File: src/hdl/cpp_pkg.sv
// ----------------------------------------------------------------------------
// cpp_pkg
// Shared types, constants and helpers for the capped cylinder projection block.
// ----------------------------------------------------------------------------
`default_nettype none

package cpp_pkg;

	// coordinate range of the results; outputs never wider than 32 bits
	localparam int COORD_WIDTH = 32;
	localparam int SAT_W       = (COORD_WIDTH > 32) ? 32 : COORD_WIDTH;
	localparam longint SAT_HI_L = (longint'(1) <<< (SAT_W - 1)) - longint'(1);
	localparam logic signed [33:0] SAT_HI = 34'(SAT_HI_L);
	localparam logic signed [33:0] SAT_LO = -SAT_HI - 34'sd1;

	// pipeline depths of the root and divide units
	localparam int ROOT_STAGES = 32;
	localparam int DIV_STAGES  = 33;

	// configuration port
	localparam int CFG_W     = 32;
	localparam int CFG_IDX_W = 2;
	localparam logic [CFG_IDX_W-1:0] CFG_RADIUS = 2'd0;
	localparam logic [CFG_IDX_W-1:0] CFG_Z_BOT  = 2'd1;
	localparam logic [CFG_IDX_W-1:0] CFG_Z_TOP  = 2'd2;

	localparam logic [30:0]        RADIUS_RST = 31'd65536;
	localparam logic signed [31:0] Z_BOT_RST  = 32'sd0;
	localparam logic signed [31:0] Z_TOP_RST  = 32'sd65536;

	typedef struct packed {
		logic signed [31:0] pos_x;
		logic signed [31:0] pos_y;
		logic signed [31:0] pos_z;
		logic [30:0]        margin;
	} in_t;

	typedef struct packed {
		logic signed [31:0] proj_x;
		logic signed [31:0] proj_y;
		logic signed [31:0] proj_z;
		logic               is_inside;
		logic               ball_inside;
	} out_t;

	// clamp to the signed coordinate range
	function automatic logic [31:0] sat_coord(input logic signed [33:0] v);
		logic signed [33:0] r;
		r = v;
		if (v > SAT_HI)
			r = SAT_HI;
		else if (v < SAT_LO)
			r = SAT_LO;
		return r[31:0];
	endfunction

	// magnitude with sign, then clamp
	function automatic logic [31:0] signed_sat(input logic neg, input logic [32:0] mag);
		logic signed [33:0] v;
		v = $signed({1'b0, mag});
		if (neg)
			v = -v;
		return sat_coord(v);
	endfunction

endpackage

`default_nettype wire

File: src/hdl/cpp_isqrt.sv
// ----------------------------------------------------------------------------
// cpp_isqrt
// Pipelined integer square root, floor(sqrt(rad)), one result bit per stage.
// ----------------------------------------------------------------------------
`default_nettype none

module cpp_isqrt (
	input  wire logic        clk,
	input  wire logic        en,
	input  wire logic [63:0] rad,
	output logic [31:0]      root
);

	localparam int N = cpp_pkg::ROOT_STAGES;

	// index i is the register after stage i
	logic [32:0] rem_s  [1:N];
	logic [31:0] root_s [1:N];
	logic [63:0] rad_s  [1:N];

	for (genvar i = 0; i < N; i++) begin : g_stage
		logic [32:0] rem_in;
		logic [31:0] root_in;
		logic [63:0] rad_in;
		logic [34:0] rem_sh;
		logic [34:0] trial;
		logic        ge;
		logic [34:0] diff;

		if (i == 0) begin : g_first
			assign rem_in  = '0;
			assign root_in = '0;
			assign rad_in  = rad;
		end else begin : g_next
			assign rem_in  = rem_s[i];
			assign root_in = root_s[i];
			assign rad_in  = rad_s[i];
		end

		always_comb begin
			rem_sh = {rem_in, rad_in[63:62]};
			trial  = {1'b0, root_in, 2'b01};
			ge     = rem_sh >= trial;
			diff   = rem_sh - trial;
		end

		always_ff @(posedge clk) begin
			if (en) begin
				rem_s[i+1]  <= ge ? diff[32:0] : rem_sh[32:0];
				root_s[i+1] <= {root_in[30:0], ge};
				rad_s[i+1]  <= {rad_in[61:0], 2'b00};
			end
		end
	end

	assign root = root_s[N];

endmodule

`default_nettype wire

File: config.mk
export PLATFORM = sky130hd
export DESIGN_NAME = cpp_isqrt
export DESIGN_NICKNAME = d
export VERILOG_FILES = /design/src/hdl/cpp_pkg.sv /design/src/hdl/cpp_isqrt.sv
export SDC_FILE = /design/constraint.sdc
export NUM_CORES = 2
export LEC_CHECK = 0
export BUFFER_PORTS_ARGS = -buffer_cell sky130_fd_sc_hd__buf_2
export CORE_ASPECT_RATIO = 1.5
export CORE_UTILIZATION = 40
export CTS_BUF_LIST = sky130_fd_sc_hd__clkbuf_8
export CTS_CLUSTER_SIZE = 40
export DETAILED_ROUTE_END_ITERATION = 8
export GPL_ROUTABILITY_DRIVEN = 0
export PLACE_DENSITY_LB_ADDON = 0.15
export REMOVE_ABC_BUFFERS = 1
export SLEW_MARGIN = 0
export SYNTH_ARGS = -nofsm -noshare
export SYNTH_HDL_FRONTEND = slang
export SYNTH_MEMORY_MAX_BITS = 65536
export SYNTH_SLANG_ARGS = --single-unit
File: constraint.sdc
create_clock -name clk -period 3.6 [get_ports clk]
set_input_delay 1.08 -clock clk [delete_from_list [all_inputs] [get_ports clk]]
set_output_delay 1.08 -clock clk [all_outputs]
set_load 0.005 [all_outputs]
After elaboration in Yosys (flattened, before gate mapping)
Memory sizes are Yosys's and may differ from the RTL's.
Cells that the tools add are included.
{"block": "op_classes", "muxes": 34, "add_sub_neg": 32, "magnitude_cmp": 32}
{"cell": ">= comparator 35 x 34 -> 1 bit", "count": 31}
{"cell": "2-to-1 mux 33 bit", "count": 32}
{"cell": "subtractor 33 bit", "count": 31}
{"cell": "subtractor 2 x 1 -> 3 bit, second input constant", "count": 1}
{"cell": ">= comparator 2 x 1 -> 1 bit, second input constant", "count": 1}
{"cell": "2-to-1 mux 1 bit", "count": 2}
{"block": "word_totals", "n_memories": 3, "input_bits": 66, "output_inout_bits": 32, "regBits": 0, "ramBits": 4064, "elab_cells": 101}
{"name": "rad_s", "depth": 32, "width": 62, "rd": 31, "rd_clocked_by_memory_dff": 0, "wr": 32, "line": "cpp_isqrt.sv:19", "source": "logic [63:0] rad_s [1:N];"}
{"name": "rem_s", "depth": 32, "width": 33, "rd": 31, "rd_clocked_by_memory_dff": 0, "wr": 32, "line": "cpp_isqrt.sv:17", "source": "logic [32:0] rem_s [1:N];"}
{"name": "root_s", "depth": 32, "width": 32, "rd": 32, "rd_clocked_by_memory_dff": 0, "wr": 32, "line": "cpp_isqrt.sv:18", "source": "logic [31:0] root_s [1:N];"}

Longest topological paths before layout
An unclocked memory read counts as a cell.
{"block": "depth", "ltp_word": 3, "depth_mapped": 15, "ltp_nobuf": 14}

Worst setup path after synthesis
OpenSTA, ideal clock, no wires.
{"block": "synth_timing", "path_kind": "flip-flop to flip-flop", "start": "reg, netlist name rem_s[0][926]", "end": "reg, netlist name rem_s[0][974]", "path_slack_ns": 0.017, "t_required_ns": 3.340, "arrival_ns": 3.323, "path_stages_with_launch": 13, "setup_time_ns": 0.260, "n_path_buf": 2, "synth_period_minus_slack_ns": 3.583, "path_cell_list": "edfxtp_1 ha_1 or3_1 o22ai_1 o311ai_1 a221o_1 a41o_1 a221oi_2 nor3_1 or3_1 buf_2 buf_2 mux2_2"}

==> summary.md <==
| Metric | Value |
|---|---|
| Run status | finished clean |
| Layout cells sized above 1 | approximately an eighth |
| Synth Area in Compound Gates | 9.50% |
| IO Port Bufs | 97 |
| Ys Warns | 0 |
| CP required | ~4.4 ns |
| Sequential element share of the synthesized area | roughly 65% |
| Post-synth EDFFs | 2,495 |
| Clock root cell | clkbuf_8 |
| Worst Hold Class | in2reg |
| # hold bufs at CTS | 0 |
| Die Area | approximately 290,000 um^2 |
| Post-Route WL | 268 mm |
| Die X | 441 um |
| Gr ovfl total | 0 |
| Worst-path clk slew | 0.06 ns |
| Finished Cell Area | between 100,000 and 150,000 um^2 |
| Slew @ Worst Pin | about 1.1 ns |
| WP data arrival | approximately 4.3 ns |
| Largest family of logic cells by synthesized area | simple AND/OR/NAND/NOR gates |
| Height of the die | ~660 um |
| Number of cells produced by synthesis | a little under 9,000 |
| Leak Pwr | 51.2 nW |
| Period utilisation layout | between 90% and 100% |
| CP max FO | 19 |
| H-tree levels | 5 |
| FP Rows | about 240 |
| Worst setup EP type | flip-flop |
| Cell Area, Placed | 124,000 um^2 |
| Fin. Hold Viols | 0 |
| Synth unique cells | 87 |
| R2r worst-path depth | 13 |
| Post-Synth Adder-Cell Area | 6.07% |
| Cell taking the most area after synthesis | edfxtp_1 |
| Core ar. | 287,000 um^2 |
| Max Buffers Root-to-Sink | 4 |
| Tot Pwr | 80.2 mW |
| First-pass GRT wire length | slightly above 400 mm |
| Area delta synth->final | 14.0% |
| Final slew viol count | 0 |
| CTS tree | done |
| I/O pins | 98 |
| DP Cell Count | about 13,000 |
| Slew margin rel. | between 20% and 30% |
| Final Net Count | between 10,000 and 15,000 |
| Router iterations before antenna repair | 8 |
| Fmax | 283 MHz |
| Worst setup SP type | flip-flop |
| Largest cells by area after synthesis | edfxtp_1, ha_1, xnor2_1, xor2_1, a21oi_1 |
| DR vias | 71,232 |
| Skew-Pair Late Insertion Delay | ~1.0 ns |
| Cell area after synthesis | 116,000 um^2 |
| Crit Path Class | reg2reg |
| Antenna Nets Post-Route | 0 |
| Final setup violating endpoints | 0 |
| Post-synthesis mux area share | less than 1% |
| PD cells | 609 nW/um^2 |
| Clock skew | 0.0642 ns |
| DR WL/cell | around 20 um |
| Hold-critical path depth | 1 |
| Number of global-route vias before repair | between 70,000 and 80,000 |
| DR iter-0 viols | roughly 3,800 |
| DRC viols | 0 |
| Post-DR vias/cell | around 5.2 |
| Max Cap Viol | 0 |
| Overall routing resource usage | 18.2% |
| Flops & latches, synth | around 2,500 |
| Post-Syn Area per Cell | around 13 um^2 |
| Max VDD drop | just under 0.0004 V |
| Post-synthesis simple-gate area fraction | roughly 10% |
| Antenna violations before repair | 3 |
| Largest net degree at the start of global routing | 88 |
| Hpwl dp | between 150 and 200 mm |
| Final min period | roughly 3.5 ns |
| Share of the synthesized area in the top cell type | 64.8% |
| Post-synthesis xor/xnor area fraction | 5.90% |
| Starting density of the core | between 40% and 50% |
| CTS Buf Count | a little under 400 |
| Predominant post-synthesis flop cell | edfxtp_1 |
| Clock sinks | 2,495 |
| Setup_tns | 0 ns |
| Fin cells | ~14,000 |
| Asr flop ratio synth | 0% |
worst max-delay path, stage by stage, from the launching register on:
cell and delay [ns]:
edfxtp_1 0.40, ha_2 0.22, or3_1 0.39, o22ai_2 0.13
buf_6 0.13, o311ai_2 0.10, a221o_1 0.39, a41o_1 0.23
a221oi_2 0.30, nor3_2 0.08, or3_4 0.46, bufbuf_16 0.32
nor2_1 0.09, a21oi_1 0.04
flip-flops by register name, indices dropped and copies added (netlist names):
register  count
root_s      528
rem_s       975
rad_s       992
layout by cell type (no fill, tap or decap), types with 73 or more instances in the layout:
cell	count
a21o_1	233
a21oi_1	588
buf_2	96
buf_4	334
clkbuf_8	397
clkinv_1	80
edfxtp_1	2495
ha_1	555
inv_1	835
nand2_1	624
nand2b_1	120
nand3_1	160
nand4_1	98
nor2_1	580
nor2b_1	73
nor3_1	193
nor4_1	114
o21a_1	83
o21ai_0	431
or3_1	93
xnor2_1	402
xor2_1	376
metrics by stage:
stage | hold slack [ns] | worst slack, ns | util (%)
2_1_floorplan | 0.400 | -1.73 | -
3_3_place_gp | 0.400 | -0.178 | 43.0
3_5_place_dp | 0.405 | -0.126 | 43.0
4_1_cts | 0.127 | 0.0104 | 45.6
5_1_grt | 0.168 | -0.0388 | 45.8
6_report | 0.257 | 0.0688 | 45.8
cells by family after synthesis:
group / Yosys count
adders and majority gates: 561
muxes: 84
AOI/OAI and AO/OA: 1786
xor gates and xnor gates: 778
other: 1
DFF: 2495
and+or+nand+nor: 2362
buffers and inverters: 883
synth_stat cells (10+ instances only):
cell type / count
edfxtp_1: 2495
inv_1: 716
nand2_1: 626
a21oi_1: 599
nor2_1: 584
ha_1: 561
o21ai_0: 447
xnor2_1: 402
xor2_1: 376
a21o_1: 233
nor3_1: 197
nand3_1: 161
clkbuf_1: 138
nor4_1: 122
nand2b_1: 121
nand4_1: 98
or3_1: 98
o21a_1: 83
nor2b_1: 75
mux2_2: 71
o31ai_1: 62
and3_1: 60
o21bai_1: 52
or2_2: 50
a31oi_1: 45
or4_1: 43
a211oi_1: 39
and2_1: 39
a21boi_0: 32
o211ai_1: 25
nand3b_1: 22
nor3b_1: 19
and4_1: 14
buf_1: 14
a211o_1: 13
mux2i_1: 13
o22ai_1: 13
buf_2: 12
a2111oi_0: 11
a221o_1: 11
o221ai_1: 11
a41oi_1: 10
o2111ai_1: 10
o31a_1: 10
report_power, final:
| group | internal (mW) | switching, mW |
|---|---|---|
| registers | 36.8 | 2.65 |
| logic | 7.68 | 10.2 |
| clock network | 11.9 | 11.1 |
layer usage:
layer / routed length, um / share of wire [%] / GRT usage, %
met1: 88800 / 33 / 16.5
met2: 152000 / 57 / 36.2
met3: 8520 / 3.2 / 2.54
met4: 19000 / 7.1 / 12.2
met5: 0 / 0 / 0
path summary, 6_finish.rpt:
path	to	from	slack [ns]
max	rem_s[0][980]$_DFFE_PP_	rem_s[0][926]$_DFFE_PP_	0.07
min	rad_s[0][104]$_DFFE_PP_	rad[42]	0.26
max reg2reg	rem_s[0][980]$_DFFE_PP_	rem_s[0][926]$_DFFE_PP_	0.07
min reg2reg	rad_s[0][1727]$_DFFE_PP_	rad_s[0][1663]$_DFFE_PP_	0.39
repair_timing:
item	CTS	global route
gates cloned	1	2
hold endpoints to repair	0	0
resized for setup	24	91
pin swaps	10	28
endpoints found under the setup margin	53	229
buffers inserted	5	22
cell type report:
type,count,area [um^2]
fillers,25793,156000
clock buffers,397,5460
well taps,3766,4710
inverters,718,2700
multi-input cells,5572,37900
diodes,7,17.5
repair buffers,493,4230
clock inverters,286,1820
flip-flops and latches,2495,74900
No activity file was read; power rests on OpenSTA's default activity.
